===== config.mk =====
export PLATFORM = sky130hd
export DESIGN_NAME = line_sensor_position_estimator
export DESIGN_NICKNAME = d
export VERILOG_FILES = /design/src/rtl/lspe_pkg.sv /design/src/rtl/lspe_lane.sv /design/src/rtl/lspe_merge.sv /design/src/rtl/line_sensor_position_estimator.sv
export SDC_FILE = /design/constraint.sdc
export NUM_CORES = 2
export LEC_CHECK = 0
export BUFFER_PORTS_ARGS = -buffer_cell sky130_fd_sc_hd__buf_2
export CAP_MARGIN = 30
export CORE_UTILIZATION = 65
export DETAILED_ROUTE_END_ITERATION = 16
export GPL_TIMING_DRIVEN = 0
export PLACE_DENSITY = 0.92
export REMOVE_ABC_BUFFERS = 1
export SLEW_MARGIN = 20
export SYNTH_ARGS = -nofsm -noshare
export SYNTH_HDL_FRONTEND = slang
export SYNTH_SLANG_ARGS = --single-unit
export TNS_END_PERCENT = 1

===== constraint.sdc =====
create_clock -name clk_i -period 11.1 [get_ports clk_i]
set_input_delay 1.665 -clock clk_i [delete_from_list [all_inputs] [get_ports clk_i]]
set_output_delay 1.665 -clock clk_i [all_outputs]
set_load 0.005 [all_outputs]

===== src/rtl/lspe_pkg.sv =====
package lspe_pkg;

  localparam int unsigned Channels = 8;
  localparam int unsigned ChW = $clog2(Channels);
  localparam int unsigned RawW = 10;
  localparam int unsigned LevelW = 10;
  localparam int unsigned PosW = 13;
  localparam int unsigned CountW = 4;
  localparam int unsigned FirstW = 4;
  localparam int unsigned LastW = 3;
  localparam int unsigned QuotW = 11;
  localparam int unsigned NumW = 20;
  localparam int unsigned WsumW = 27;
  localparam int unsigned LsumW = 14;
  localparam int unsigned PosQW = 13;

  localparam logic [RawW-1:0] MinReset = 10'd1023;
  localparam logic [RawW-1:0] MaxReset = 10'd0;
  localparam logic [LevelW-1:0] FullScale = 10'd1000;
  localparam logic [LevelW-1:0] ThreshReset = 10'd600;
  localparam logic [PosW-1:0] CenterPos = PosW'((Channels - 1) * 500);

  typedef enum logic [1:0] {
    OpClear = 2'd0,
    OpCalibrate = 2'd1,
    OpMeasure = 2'd2,
    OpUnused = 2'd3
  } opcode_e;

  // Lane control from the sequencer.
  typedef struct packed {
    logic clear;
    logic calibrate;
    logic start;
  } lane_ctrl_t;

endpackage


===== src/rtl/lspe_lane.sv =====
module lspe_lane (
  input  logic                            clk_i,
  input  logic                            rst_ni,
  input  lspe_pkg::lane_ctrl_t            ctrl_i,
  input  logic                            step_i,
  input  logic [lspe_pkg::RawW-1:0]       raw_i,
  output logic [lspe_pkg::LevelW-1:0]     level_o
);

  logic [lspe_pkg::RawW-1:0] min_q, min_d, max_q, max_d;
  logic [lspe_pkg::NumW:0]   rem_q, rem_d;
  logic [lspe_pkg::RawW-1:0] den_q, den_d;
  logic [lspe_pkg::QuotW-1:0] quo_q, quo_d;
  logic                      cal_q, cal_d;
  logic [lspe_pkg::RawW-1:0] new_min;
  logic [lspe_pkg::RawW-1:0] eff_raw;
  logic [lspe_pkg::NumW+1:0] trial;

  // A sample above the max is clamped there; it would saturate anyway.
  always_comb begin
    new_min = (raw_i < min_q) ? raw_i : min_q;
    eff_raw = (raw_i > max_q) ? max_q : raw_i;
  end

  // Calibration state and a restoring divider, one quotient bit a step.
  always_comb begin
    min_d = min_q;
    max_d = max_q;
    rem_d = rem_q;
    den_d = den_q;
    quo_d = quo_q;
    cal_d = cal_q;
    trial = '0;
    if (ctrl_i.clear) begin
      min_d = lspe_pkg::MinReset;
      max_d = lspe_pkg::MaxReset;
    end else if (ctrl_i.calibrate) begin
      min_d = new_min;
      max_d = (raw_i > max_q) ? raw_i : max_q;
    end else if (ctrl_i.start) begin
      cal_d = max_q > min_q;
      quo_d = '0;
      if (max_q > min_q) begin
        min_d = new_min;
        rem_d = {1'b0, lspe_pkg::NumW'(eff_raw - new_min) *
                       lspe_pkg::NumW'(lspe_pkg::FullScale)};
        den_d = max_q - new_min;
      end else begin
        rem_d = '0;
        den_d = '1;
      end
    end else if (step_i) begin
      // The quotient is at most 1000, so eleven bits against the divisor
      // shifted by ten cover it; the remainder stays below twice that divisor.
      trial = {1'b0, rem_q} - ({{(lspe_pkg::NumW+2-lspe_pkg::RawW){1'b0}}, den_q}
              << (lspe_pkg::QuotW - 1));
      if (!trial[lspe_pkg::NumW+1]) begin
        rem_d = {trial[lspe_pkg::NumW-1:0], 1'b0};
        quo_d = {quo_q[lspe_pkg::QuotW-2:0], 1'b1};
      end else begin
        quo_d = {quo_q[lspe_pkg::QuotW-2:0], 1'b0};
        rem_d = {rem_q[lspe_pkg::NumW-1:0], 1'b0};
      end
    end
  end

  always_ff @(posedge clk_i or negedge rst_ni) begin
    if (!rst_ni) begin
      min_q <= lspe_pkg::MinReset;
      max_q <= lspe_pkg::MaxReset;
      cal_q <= 1'b0;
    end else begin
      min_q <= min_d;
      max_q <= max_d;
      cal_q <= cal_d;
    end
  end

  always_ff @(posedge clk_i) begin
    rem_q <= rem_d;
    den_q <= den_d;
    quo_q <= quo_d;
  end

  // Zero until calibrated; otherwise saturate at full scale.
  always_comb begin
    if (!cal_q) begin
      level_o = '0;
    end else if (quo_q > lspe_pkg::QuotW'(lspe_pkg::FullScale)) begin
      level_o = lspe_pkg::FullScale;
    end else begin
      level_o = quo_q[lspe_pkg::LevelW-1:0];
    end
  end

endmodule


===== src/rtl/lspe_merge.sv =====
module lspe_merge (
  input  logic                                         clk_i,
  input  logic                                         rst_ni,
  input  logic                                         start_i,
  input  logic [lspe_pkg::Channels-1:0][lspe_pkg::LevelW-1:0] level_i,
  input  logic [lspe_pkg::LevelW-1:0]                  thresh_i,
  output logic                                         done_o,
  output logic [lspe_pkg::PosW-1:0]                    pos_o,
  output logic [lspe_pkg::CountW-1:0]                  count_o,
  output logic [lspe_pkg::FirstW-1:0]                  first_o,
  output logic [lspe_pkg::LastW-1:0]                   last_o
);

  localparam int unsigned WalkW = $clog2(lspe_pkg::Channels + 1);

  logic [WalkW-1:0]          idx_q, idx_d;
  logic                      walk_q, walk_d, div_q, div_d;
  logic [4:0]                bit_q, bit_d;
  logic [lspe_pkg::WsumW-1:0] wsum_q, wsum_d;
  logic [lspe_pkg::LsumW-1:0] lsum_q, lsum_d;
  logic [lspe_pkg::CountW-1:0] cnt_q, cnt_d;
  logic [lspe_pkg::FirstW-1:0] first_q, first_d;
  logic [lspe_pkg::LastW-1:0]  last_q, last_d;
  logic [lspe_pkg::WsumW-1:0] rem_q, rem_d;
  logic [lspe_pkg::PosQW-1:0] quo_q, quo_d;
  logic                      done_q, done_d;
  logic [lspe_pkg::LevelW-1:0] lvl;
  logic [lspe_pkg::WsumW:0]  trial;
  logic [lspe_pkg::WsumW-1:0] weight;

  always_comb begin
    lvl = level_i[idx_q[lspe_pkg::ChW-1:0]];
    weight = lspe_pkg::WsumW'(idx_q[lspe_pkg::ChW-1:0]) * lspe_pkg::WsumW'(1000);
  end

  // Walk the lanes one a cycle, then divide one quotient bit a cycle.
  always_comb begin
    idx_d = idx_q; walk_d = walk_q; div_d = div_q; bit_d = bit_q;
    wsum_d = wsum_q; lsum_d = lsum_q; cnt_d = cnt_q;
    first_d = first_q; last_d = last_q; rem_d = rem_q; quo_d = quo_q;
    done_d = 1'b0;
    trial = '0;
    if (start_i) begin
      idx_d = '0; walk_d = 1'b1; wsum_d = '0; lsum_d = '0; cnt_d = '0;
      first_d = lspe_pkg::FirstW'(8); last_d = '0;
    end else if (walk_q) begin
      if (lvl > thresh_i) begin
        wsum_d = wsum_q + lspe_pkg::WsumW'(lvl) * weight;
        lsum_d = lsum_q + lspe_pkg::LsumW'(lvl);
        cnt_d = cnt_q + 1'b1;
        if (first_q == lspe_pkg::FirstW'(8)) begin
          first_d = lspe_pkg::FirstW'(idx_q[lspe_pkg::ChW-1:0]);
        end
        last_d = lspe_pkg::LastW'(idx_q[lspe_pkg::ChW-1:0]);
      end
      idx_d = idx_q + 1'b1;
      if (idx_q == WalkW'(lspe_pkg::Channels - 1)) begin
        walk_d = 1'b0; div_d = 1'b1;
        bit_d = 5'(lspe_pkg::PosQW - 1);
        rem_d = wsum_d; quo_d = '0;
      end
    end else if (div_q) begin
      trial = {1'b0, rem_q} - ({{(lspe_pkg::WsumW+1-lspe_pkg::LsumW){1'b0}}, lsum_q} << bit_q);
      quo_d = {quo_q[lspe_pkg::PosQW-2:0], ~trial[lspe_pkg::WsumW]};
      if (!trial[lspe_pkg::WsumW]) rem_d = trial[lspe_pkg::WsumW-1:0];
      bit_d = bit_q - 1'b1;
      if (bit_q == '0) begin
        div_d = 1'b0; done_d = 1'b1;
      end
    end
  end

  always_ff @(posedge clk_i or negedge rst_ni) begin
    if (!rst_ni) begin
      walk_q <= 1'b0; div_q <= 1'b0; done_q <= 1'b0;
    end else begin
      walk_q <= walk_d; div_q <= div_d; done_q <= done_d;
    end
  end

  always_ff @(posedge clk_i) begin
    idx_q <= idx_d; bit_q <= bit_d; wsum_q <= wsum_d; lsum_q <= lsum_d;
    cnt_q <= cnt_d; first_q <= first_d; last_q <= last_d;
    rem_q <= rem_d; quo_q <= quo_d;
  end

  assign done_o = done_q;
  assign pos_o = (cnt_q == '0 || lsum_q == '0) ? lspe_pkg::CenterPos : quo_q;
  assign count_o = cnt_q;
  assign first_o = first_q;
  assign last_o = last_q;

`ifndef ASSERT_OFF
  a_one_phase: assert property (@(posedge clk_i) disable iff (!rst_ni)
    !(walk_q && div_q)) else $error("walk and divide overlap");
  a_done_after_div: assert property (@(posedge clk_i) disable iff (!rst_ni)
    done_q |-> $past(div_q)) else $error("done without divide");
  a_count_range: assert property (@(posedge clk_i) disable iff (!rst_ni)
    done_q |-> cnt_q <= lspe_pkg::CountW'(lspe_pkg::Channels)) else $error("count range");
`endif

endmodule


===== src/rtl/line_sensor_position_estimator.sv =====
// Timing: clear, calibrate and the unused opcode complete at the accepting edge
// and give no item; a measure item becomes valid after the lane divider steps,
// the lane walk, the position divider steps and the output register.
// Items: no new item is accepted while a measure is in progress or a result
// waits on the output; the dividers are bit-serial. Reset: asynchronous active low;
// min levels go to 1023, max levels to 0, black threshold to 600, no item is held.
module line_sensor_position_estimator (
  input  logic        clk_i,
  input  logic        rst_ni,
  input  logic        cfg_valid_i,
  output logic        cfg_ready_o,
  input  logic [15:0] cfg_data_i,     // line_level [9:0]
  input  logic        s_axis_tvalid,
  output logic        s_axis_tready,
  input  logic [79:0] s_axis_tdata,   // raw_ch0..raw_ch7, 10 bits each
  input  logic [1:0]  s_axis_tuser,   // opcode [1:0]
  output logic        m_axis_tvalid,
  input  logic        m_axis_tready,
  output logic [47:0] m_axis_tdata    // line_position, black_count, first_black,
                                      // last_black, left_edge_level, right_edge_level
);

  localparam int unsigned DivCycles = lspe_pkg::QuotW;

  logic [lspe_pkg::LevelW-1:0] thresh_q;
  logic                        busy_q, busy_d;
  logic [3:0]                  cnt_q, cnt_d;
  logic                        ovalid_q, ovalid_d;
  logic [47:0]                 odata_q;
  logic                        accept, lane_step, merge_start, merge_done;
  lspe_pkg::opcode_e           op;
  lspe_pkg::lane_ctrl_t        lctrl;
  logic [lspe_pkg::Channels-1:0][lspe_pkg::LevelW-1:0] levels;
  logic [lspe_pkg::PosW-1:0]   pos;
  logic [lspe_pkg::CountW-1:0] count;
  logic [lspe_pkg::FirstW-1:0] first;
  logic [lspe_pkg::LastW-1:0]  last;

  assign cfg_ready_o = 1'b1;
  assign s_axis_tready = !busy_q && !ovalid_q;
  assign accept = s_axis_tvalid && s_axis_tready;
  assign op = lspe_pkg::opcode_e'(s_axis_tuser);

  always_comb begin
    lctrl.clear = accept && op == lspe_pkg::OpClear;
    lctrl.calibrate = accept && op == lspe_pkg::OpCalibrate;
    lctrl.start = accept && op == lspe_pkg::OpMeasure;
  end

  // Lanes, one per channel.
  for (genvar g = 0; g < lspe_pkg::Channels; g++) begin : g_lane
    logic [lspe_pkg::RawW-1:0] raw;
    if (g < 8) begin : g_in
      assign raw = s_axis_tdata[g*lspe_pkg::RawW +: lspe_pkg::RawW];
    end else begin : g_zero
      assign raw = '0;
    end
    lspe_lane u_lane (
      .clk_i, .rst_ni, .ctrl_i(lctrl), .step_i(lane_step), .raw_i(raw),
      .level_o(levels[g])
    );
  end

  // Sequencer: lane division, then merge.
  always_comb begin
    busy_d = busy_q; cnt_d = cnt_q; lane_step = 1'b0; merge_start = 1'b0;
    if (lctrl.start) begin
      busy_d = 1'b1; cnt_d = '0;
    end else if (busy_q && cnt_q < 4'(DivCycles)) begin
      lane_step = 1'b1; cnt_d = cnt_q + 1'b1;
      if (cnt_q == 4'(DivCycles - 1)) merge_start = 1'b1;
    end else if (merge_done) begin
      busy_d = 1'b0;
    end
  end

  lspe_merge u_merge (
    .clk_i, .rst_ni, .start_i(merge_start), .level_i(levels), .thresh_i(thresh_q),
    .done_o(merge_done), .pos_o(pos), .count_o(count), .first_o(first), .last_o(last)
  );

  always_comb begin
    ovalid_d = ovalid_q;
    if (merge_done) ovalid_d = 1'b1;
    else if (m_axis_tready) ovalid_d = 1'b0;
  end

  always_ff @(posedge clk_i or negedge rst_ni) begin
    if (!rst_ni) begin
      thresh_q <= lspe_pkg::ThreshReset;
      busy_q <= 1'b0; cnt_q <= '0; ovalid_q <= 1'b0;
    end else begin
      if (cfg_valid_i) thresh_q <= cfg_data_i[lspe_pkg::LevelW-1:0];
      busy_q <= busy_d; cnt_q <= cnt_d; ovalid_q <= ovalid_d;
    end
  end

  always_ff @(posedge clk_i) begin
    if (merge_done) begin
      odata_q <= {4'b0, levels[lspe_pkg::Channels-1], levels[0], last, first, count, pos};
    end
  end

  assign m_axis_tvalid = ovalid_q;
  assign m_axis_tdata = odata_q;

`ifndef ASSERT_OFF
  a_no_accept_busy: assert property (@(posedge clk_i) disable iff (!rst_ni)
    busy_q |-> !s_axis_tready) else $error("accepted while busy");
  a_done_busy: assert property (@(posedge clk_i) disable iff (!rst_ni)
    merge_done |-> busy_q) else $error("merge done while idle");
  a_hold: assert property (@(posedge clk_i) disable iff (!rst_ni)
    m_axis_tvalid && !m_axis_tready |=> m_axis_tvalid) else $error("result lost");
`endif

endmodule

==> metrics.txt <==
status=completed; Max Freq=0.105 GHz; min Tclk post-route=9560 ps; cell area after synthesis=about 0.065 mm²; clk sinks=641; Tcrit/Tclk final=86.1%; post-synthesis sequential area ratio=27.5%; row count=115; Setup crit end kind=flop; clock buffer depth=3; count leader, synth=ha_1; register share of total power=approximately an eighth; Clk pwr share=approximately an eighth; DRT iter0 DRCs=4,145; Hold Buf Count CTS=0; Fin. Hold Viols=0; Mapped Cells=6,876; Synth Register Bits=641; die area=0.101 mm²; Die Wd=318 µm; CP max stage delay=540 ps; Residual DRC=0; critical path type=primary input to flop; GRT Util Overall=31.5%; vias after detailed routing=52,700; worst-path maximum fanout=29; Combinational Power Share=76.1%; Yosys top cell by area=edfxtp_1; Placeable Area=about 0.099 mm²; Worst VDD drop=0.000624 V; ys async rst share=29.2%; area share of the largest cell type after synthesis=18.5%; syn_area_per_cell=9.47 µm²; largest net degree at the start of global routing=between 100 and 150; final slew viol count=0; Sum Neg Setup Slack=0 ps; Antenna Nets Post-Route=0; Area Overhead vs Synth=7.54%; Reg clk slew, reported paths=60 ps; WL per Instance=19.3 µm; CTS tree=yes; Setup-failing EPs final=0; Die H=roughly 320 µm; Worst setup SP type=primary input; Port Buffer Count=142; vias in the first global route=around 55,000; ranking of synthesized cells by area=edfxtp_1 (18%), ha_1 (17%), fa_1 (12%), inv_1 (4.8%), dfrtp_1 (4.0%); first-pass GRT wire length=265,000 µm; Sw Ratio=between 40% and 50%; synth cell count leaders=ha_1 (873), inv_1 (825), nand2_1 (571), o21ai_0 (432), edfxtp_1 (401); CTS Buf Count=77; Post-synth EDFFs=401; Final #Nets=8,321; main flop type after synthesis=edfxtp_1; gpl congestion=0.933; CP required=11,470 ps; clk root buf=clkbuf_16; GRT overflow=0; Relative slew margins=19.6%; leakage power=between 30 and 40 nW; Non-Filler Instances=8,312; Routed WL=about 160,000 µm; Int Pwr=0.0112 W; Initial DRT Pass Iterations=7; post-cts resize count=0; H-tree depth=3; vias per inst=6.34; ratio of cells with drive above 1 in the final layout=7.22%; yosys warns=0; clock skew=32.6 ps; Final HPWL DP=122,000 µm; max cap viols=0; Worst Hold Class=flop to flop; initial antenna violation count=11; crit path max-delay cell type=fa_1; worst-skew pair later-pin latency=between 600 and 700 ps; RSZ-0062 raised after global routing=false; postcts setup bufs=0; cell area power density=305 mW/mm²; Sw Pwr=0.0101 W; placed insts=between 8,000 and 9,000; Critical Path AT=9930 ps; Boundary Pins=between 150 and 200; initial core utilization=65.9%; Netlist cell types=102; Slew @ Worst Pin=roughly 1200 ps
cells in the final DEF, fill, tap and decap left out, drive strengths merged, types with 69 or more instances in the layout:
cell,instances
a21oi,330
a21boi,79
buf,193
clkbuf,101
nor3,117
mux2i,181
dfrtp,103
xnor2,182
a22o,74
edfxtp,401
o22ai,69
and2,138
nor2,392
nand3,92
o21ai,461
ha,873
o22a,78
inv,832
nand2,571
fa,389
nand2b,91
dfstp,84
nor2b,148
xor2,113
a21o,117
kinds of logic (layout without fill, tap and decap cells):
group / after synthesis / count (layout) / share of synthesized area, %
other: 2 / 10 / 0.0115
buffers and inverters: 1022 / 1163 / 6.08
xor gates and xnor gates: 295 / 295 / 3.97
and+or+nand+nor: 1776 / 1776 / 13.2
muxes: 216 / 216 / 3.46
adders and majority gates: 1262 / 1262 / 28.7
AOI/OAI and AO/OA: 1662 / 1662 / 17.0
DFF: 641 / 641 / 27.5
routing by layer:
| metal | up-vias | share of wire, % | global-route usage, % |
|---|---|---|---|
| met3 | 551 | 7.1 | 4.60 |
| met1 | 25500 | 39 | 38.4 |
| met2 | 2196 | 49 | 54.8 |
| met5 | - | 0.016 | 0 |
| li1 | 24500 | - | - |
| met4 | 4 | 4.4 | 14.9 |
power groups by stage:
stage                     Sequential (W)  Clock [W]  Combinational (W)
after floorplan                  0.00257          0             0.0128
after global placement           0.00257          0             0.0148
after detailed placement         0.00257          0             0.0158
after CTS                        0.00252    0.00260             0.0161
after global routing             0.00252    0.00268             0.0180
final                            0.00252    0.00259             0.0162
path summary, 6_finish.rpt:
path,startpoint,endpoint,slack (ps),cells after the start
hold / removal,u_merge.last_o[2]$_SDFFE_PP0P_,m_axis_tdata[23]$_DFFE_PP_,440,0
min in group asynchronous,rst_ni,g_lane[3].u_lane.max_q[7]$_DFFE_PN0P_,920,1
hold reg to reg,u_merge.last_o[2]$_SDFFE_PP0P_,m_axis_tdata[23]$_DFFE_PP_,440,0
max in group asynchronous,rst_ni,g_lane[4].u_lane.min_q[8]$_DFFE_PN1P_,8930,3
setup reg to reg,u_merge.idx_q[1]$_SDFFE_PP0P_,u_merge.rem_q[24]$_DFFE_PP_,1640,29
setup / recovery,s_axis_tdata[3],g_lane[0].u_lane.rem_q[19]$_DFFE_PP_,1540,30
stage by stage:
| step | utilization [%] | instance area, µm² | worst slack [ps] | hold WS [ps] | total power, W |
|---|---|---|---|---|---|
| 3_3_place_gp | 67.4 | 66600 | -13320 | 415 | 0.0174 |
| 4_1_cts | 70.8 | 70000 | 1230 | 441 | 0.0212 |
| 5_1_grt | 70.8 | 70000 | 1020 | 462 | 0.0233 |
| 6_report | 70.8 | 70000 | 1540 | 441 | 0.0213 |
| 2_1_floorplan | - | 64300 | -2610 | 408 | 0.0154 |
| 3_5_place_dp | 68.3 | 67500 | 1110 | 428 | 0.0184 |
final cells by class:
cell class,instances,area [µm²]
antenna,5,12.5
clock buffer,101,2070
clock inverter,42,437
fill,6532,28800
inverter,827,3110
multi-input combinational,5216,43400
sequential,641,17900
tap,1287,1610
timing repair buffer,193,1470
critical path: cells and delay by family:
family          cells  cell delay [ps]
compound gates     15             3400
fa+ha+maj           7             2890
xor+xnor            2              720
simple gates        3              530
mux                 1              440
buf+inv             2              260
registers in the layout (all words and copies together), names as in the netlist, 5 cells and up:
register,count
u_merge.quo_q,13
thresh_q,10
u_merge.wsum_q,24
g_lane.u_lane.den_q,80
g_lane.u_lane.rem_q,144
g_lane.u_lane.max_q,80
u_merge.bit_q,5
g_lane.u_lane.min_q,80
u_merge.rem_q,27
g_lane.u_lane.quo_q,88
g_lane.u_lane.cal_q,8
u_merge.lsum_q,14
m_axis_tdata,44
(Power assumes the default switching activity.)
